$ cat src/sv/ssym_pkg.sv
package ssym_pkg;

   // Store geometry
   localparam int ENTRIES   = 256;
   localparam int MAX_SCOPE = 255;
   localparam int IDX_W     = $clog2(ENTRIES);
   localparam int LVL_W     = $clog2(MAX_SCOPE + 1);
   localparam int KEY_W     = 48;

   typedef enum logic [1:0] {
      ACT_OPEN    = 2'd0,
      ACT_CLOSE   = 2'd1,
      ACT_LOOKUP  = 2'd2,
      ACT_DECLARE = 2'd3
   } action_type;

   typedef enum logic [1:0] {
      STAT_FOUND      = 2'd0,
      STAT_UNDECLARED = 2'd1,
      STAT_MULTIPLE   = 2'd2,
      STAT_FULL       = 2'd3
   } status_type;

   typedef struct packed {
      action_type         action;
      logic [KEY_W-1:0]   name_key;
      logic [KEY_W-1:0]   type_key;
   } req_type;

   typedef struct packed {
      status_type         status;
      logic [KEY_W-1:0]   type_out;
   } rsp_type;

   // One stored symbol
   typedef struct packed {
      logic [KEY_W-1:0]   name_key;
      logic [KEY_W-1:0]   type_key;
      logic [LVL_W-1:0]   scope;
   } entry_rec_type;

   typedef enum logic [2:0] {
      S_IDLE,
      S_DECODE,
      S_SCAN,
      S_TAIL,
      S_DONE,
      S_REPORT
   } ctrl_state_type;

   // Controller to datapath
   typedef struct packed {
      logic       latch_cmd;
      logic       level_inc;
      logic       level_dec;
      logic       scan_start;
      logic       rd_en;
      logic       set_res;
      status_type res_code;
      logic       set_halt;
      logic       commit;
      logic       load_rsp;
   } cmd_type;

   // Datapath to controller
   typedef struct packed {
      action_type action;
      logic       halted;
      logic       level_max;
      logic       scan_last;
      logic       dup;
      logic       found;
      logic       have_free;
      logic       out_free;
   } stat_type;

endpackage

$ cat src/sv/ssym_ctrl.sv
module ssym_ctrl (
   input  logic                clock,
   input  logic                reset,
   input  logic                req_valid,
   output logic                req_ready,
   input  ssym_pkg::stat_type  stat_i,
   output ssym_pkg::cmd_type   cmd_o
);

   ssym_pkg::ctrl_state_type state_ff, state_in;

   // State register.
   always_ff @(posedge clock) begin
      if (reset) begin
         state_ff <= ssym_pkg::S_IDLE;
      end else begin
         state_ff <= state_in;
      end
   end

   // Next state and commands.
   always_comb begin
      state_in       = state_ff;
      req_ready      = 1'b0;
      cmd_o          = '0;
      cmd_o.res_code = ssym_pkg::STAT_FOUND;
      case (state_ff)
         ssym_pkg::S_IDLE: begin
            req_ready = 1'b1;
            if (req_valid) begin
               cmd_o.latch_cmd = 1'b1;
               state_in        = ssym_pkg::S_DECODE;
            end
         end
         ssym_pkg::S_DECODE: begin
            if (stat_i.halted) begin
               state_in = ssym_pkg::S_IDLE;
            end else if (stat_i.action == ssym_pkg::ACT_OPEN) begin
               if (stat_i.level_max) begin
                  cmd_o.set_res  = 1'b1;
                  cmd_o.res_code = ssym_pkg::STAT_FULL;
                  state_in       = ssym_pkg::S_REPORT;
               end else begin
                  cmd_o.level_inc = 1'b1;
                  state_in        = ssym_pkg::S_IDLE;
               end
            end else begin
               cmd_o.scan_start = 1'b1;
               state_in         = ssym_pkg::S_SCAN;
            end
         end
         ssym_pkg::S_SCAN: begin
            cmd_o.rd_en = 1'b1;
            if (stat_i.scan_last) begin
               state_in = ssym_pkg::S_TAIL;
            end
         end
         ssym_pkg::S_TAIL: begin
            // The last read word is compared in this cycle.
            state_in = ssym_pkg::S_DONE;
         end
         ssym_pkg::S_DONE: begin
            case (stat_i.action)
               ssym_pkg::ACT_CLOSE: begin
                  cmd_o.level_dec = 1'b1;
                  state_in        = ssym_pkg::S_IDLE;
               end
               ssym_pkg::ACT_LOOKUP: begin
                  cmd_o.set_res  = 1'b1;
                  cmd_o.res_code = stat_i.found ? ssym_pkg::STAT_FOUND
                                                : ssym_pkg::STAT_UNDECLARED;
                  state_in       = ssym_pkg::S_REPORT;
               end
               ssym_pkg::ACT_DECLARE: begin
                  if (stat_i.dup) begin
                     cmd_o.set_halt = 1'b1;
                     cmd_o.set_res  = 1'b1;
                     cmd_o.res_code = ssym_pkg::STAT_MULTIPLE;
                     state_in       = ssym_pkg::S_REPORT;
                  end else if (!stat_i.have_free) begin
                     cmd_o.set_res  = 1'b1;
                     cmd_o.res_code = ssym_pkg::STAT_FULL;
                     state_in       = ssym_pkg::S_REPORT;
                  end else begin
                     cmd_o.commit = 1'b1;
                     state_in     = ssym_pkg::S_IDLE;
                  end
               end
               default: begin
                  state_in = ssym_pkg::S_IDLE;
               end
            endcase
         end
         ssym_pkg::S_REPORT: begin
            if (stat_i.out_free) begin
               cmd_o.load_rsp = 1'b1;
               state_in       = ssym_pkg::S_IDLE;
            end
         end
         default: begin
            state_in = ssym_pkg::S_IDLE;
         end
      endcase
   end

endmodule

$ cat config.mk
export PLATFORM = sky130hd
export DESIGN_NAME = ssym_ctrl
export DESIGN_NICKNAME = d
export VERILOG_FILES = /design/src/sv/ssym_pkg.sv /design/src/sv/ssym_ctrl.sv
export SDC_FILE = /design/constraint.sdc
export NUM_CORES = 1
export LEC_CHECK = 0
export ABC_AREA = 0
export BUFFER_PORTS_ARGS = -buffer_cell sky130_fd_sc_hd__buf_2
export CORE_AREA = 2 2 39 41
export CTS_CLUSTER_SIZE = 25
export DETAILED_ROUTE_END_ITERATION = 10
export DIE_AREA = 0 0 41 43
export MAX_ROUTING_LAYER = met4
export REMOVE_ABC_BUFFERS = 1
export SLEW_MARGIN = 20
export SYNTH_ARGS = -nofsm -noshare
export SYNTH_HDL_FRONTEND = slang
export SYNTH_SLANG_ARGS = --single-unit
$ cat constraint.sdc
create_clock -name clock -period 1.8 [get_ports clock]
set_input_delay 0.18 -clock clock [delete_from_list [all_inputs] [get_ports clock]]
set_output_delay 0.18 -clock clock [all_outputs]
set_load 0.005 [all_outputs]
==> run summary <==
CTS tree = built
first-pass GRT wire length = 1.55 mm
post-synthesis adder-cell area fraction = 0%
largest family of logic cells by synthesized area = simple AND/OR/NAND/NOR gates
Leak = 0.269 nW
switching share of power = 30.7%
DR vias/cell = 4.96
dpl ws = 0.313 ns
final setup vio count = 0
Mapped Area = 373 sq um
Syn Inst Count = 52
Num CTS Buffers = 3
setup TNS = 0 ns
fmax = 595 MHz
remaining global-route overflow = 0
Synth Area per Inst = 7.17 sq um
P&R area growth vs syn = 38.3%
Yosys warnings = 0
initial core utilization = 26.9%
Die Wd = 41 um
Routed Antenna Nets = 0
power density cells = 583 nW/um^2
cell family with most CP delay = flip-flops
number of antenna violations at the first check in global routing = 0
Comb pwr share = 29.8%
Wirelength per Cell = 10.2 um
crit-path cells = and4bb_2, a22oi_1, inv_1, buf_2
Max stage delay on crit path = 0.53 ns
Top reg by flops = state_ff
insertion delay to the later sink of the worst-skew pair = 0.23 ns
Hold Fails Final Rpt = 0
status = finished, final reports clean
ant diodes = 0
Port Buffers = 23
total power = 0.300 mW
Slew HR = 75.3%
area of the die = 1760 sq um
Slew Limit Fails = 0
XOR/XNOR share of the synthesized area = 0%
CP bufs+invs = 2
drt first pass iters = 3
placed insts = 88
Final Util = 37.3%
Placement Cell Area = 488 sq um
crit end category = primary output
post-synthesis register bit count = 3
Final Cycle Share = 93.4%
io pins = 24
Slew @ Worst Pin = 0.370 ns
Max-Cap Viols = 0
Critical Path Fanout Max = 11
Seq pwr share = 32.4%
number of global-route vias before repair = 422
CP required = 1.62 ns
drt first-iter violations = 3
post-detailed-placement half-perimeter wirelength = 719 um
Tmin final = 1.68 ns
final std cells w/o fill = 92
mux cell area share after synthesis = 0%
DR vias = 456
Post-CTS Resized = 0
Netlist cell types = 29
Clock power frac = 37.8%
DR DRC count = 0
PnR worst setup slack = 0.120 ns
min-delay worst type = in2reg
Arrival @ worst endpoint = 1.50 ns
hold buffers post-CTS = 0
Switch Pwr = 0.0923 mW
Core Footprint = 1380 sq um
Total GRT Usage = 12.9%
complex-gate fraction of the synthesized area = 18.8%
Sink Count = 3
final WL = 941 um
row cnt = 14
htree depth = 1
simple-gate share of the synthesized area = 58.7%
fin area = 515 sq um
Die Y = 43 um
sequential element share of the synthesized area = 16.1%
Max VDD drop = 196 uV
Largest register FFs = 3
CP startpoint kind = register
CTS root buf = clkbuf_4
Int Pwr = 0.208 mW
hold_ws = 0.178 ns
RSZ-0062 raised after global routing = no
Clock Path Buffers = 2
RD Place Congestion = 0.696
Worst-path clk slew = 0.03 ns
Crit Path Category = reg2out
ratio of cells with drive above 1 in the final layout = 46.1%
CP max-delay cell = dfxtp_1
Layout Nets = 89
Final Skew = 0.00397 ns
pin count of the biggest net entering global routing = 15
biggest regs = state_ff x3
total setup buffers inserted after CTS = 0
==> layer usage <==
metal / up-vias / global-route usage [%] / share of wire, %
met1: 199 / 14.4 / 44
met4: 0 / 8.00 / 0.96
met3: 2 / 1.57 / 8.7
met5: - / - / 0
li1: 237 / - / -
met2: 18 / 20.6 / 46
==> cells in the mapped netlist (all sizes together) <==
| cell type | number | area [sq um] |
|---|---|---|
| nand2b | 1 | 6.26 |
| and3b | 2 | 18.8 |
| a32oi | 2 | 17.5 |
| buf | 3 | 20.0 |
| nor4 | 1 | 12.5 |
| a211oi | 1 | 12.5 |
| nand2 | 3 | 11.3 |
| nor3 | 1 | 5.00 |
| o21ai | 3 | 15.0 |
| inv | 1 | 3.75 |
| nand3 | 2 | 10.0 |
| nand3b | 1 | 7.51 |
| or3b | 1 | 8.76 |
| nor3b | 1 | 7.51 |
| or3 | 1 | 6.26 |
| nor2 | 8 | 32.5 |
| a21oi | 1 | 5.00 |
| and2 | 3 | 18.8 |
| a22oi | 1 | 7.51 |
| and2b | 1 | 7.51 |
| nor2b | 4 | 25.0 |
| and4bb | 1 | 12.5 |
| and3 | 4 | 28.8 |
| a31oi | 2 | 12.5 |
| dfxtp | 3 | 60.1 |
==> kinds of logic (layout without fill, tap and decap cells) <==
kind of cell | Yosys count | count (layout)
AND/OR/NAND/NOR | 35 | 35
AO/OA/AOI/OAI | 10 | 10
buffers and inverters | 4 | 28
flip-flops | 3 | 3
==> placed cells by master, fill, tap and decap left out, types with 2 or more instances in the layout <==
| cell | n |
|---|---|
| buf_2 | 23 |
| nor2_1 | 7 |
| nor2b_1 | 4 |
| and2_1 | 3 |
| nand2_1 | 3 |
| o21ai_0 | 3 |
| and3_2 | 3 |
| clkbuf_4 | 3 |
| nand3_1 | 2 |
| a31oi_1 | 2 |
| a32oi_1 | 2 |
| dfxtp_1 | 2 |
==> area by class of cell <==
| type | instances | area [sq um] |
|---|---|---|
| Tap cell | 16 | 20.0 |
| Timing Repair Buffer | 23 | 115 |
| Inverter | 1 | 3.75 |
| Clock buffer | 4 | 26.3 |
| Fill cell | 145 | 868 |
| Sequential cell | 3 | 61.3 |
| Multi-Input combinational cell | 45 | 289 |
==> final timing paths <==
path / from / to / slack (ns) / cells past startpoint
worst max-delay path: state_ff[1]$_SDFFE_PP0P_ / cmd_o[5] / 0.12 / 4
worst min-delay path: reset / state_ff[1]$_SDFFE_PP0P_ / 0.18 / 2
worst max register to register: state_ff[1]$_SDFFE_PP0P_ / state_ff[0]$_SDFFE_PP0P_ / 0.49 / 3
worst min register to register: state_ff[0]$_SDFFE_PP0P_ / state_ff[2]$_SDFFE_PP0P_ / 0.62 / 2
==> power by group through the flow <==
stage	combinational (mW)	clock, mW	sequential, mW
floorplan	0.0532	0	0.0905
global placement	0.0906	0	0.0957
detailed placement	0.0907	0	0.0975
CTS	0.0911	0.119	0.0964
global route	0.104	0.125	0.101
finish	0.0896	0.113	0.0973
==> worst reg2reg max path: stages (launching register included) <==
cell and delay (ns):
dfxtp_1 0.53, and4bb_2 0.31, a22oi_1 0.25, a32oi_1 0.10
Power figures use the tool's default switching activity.
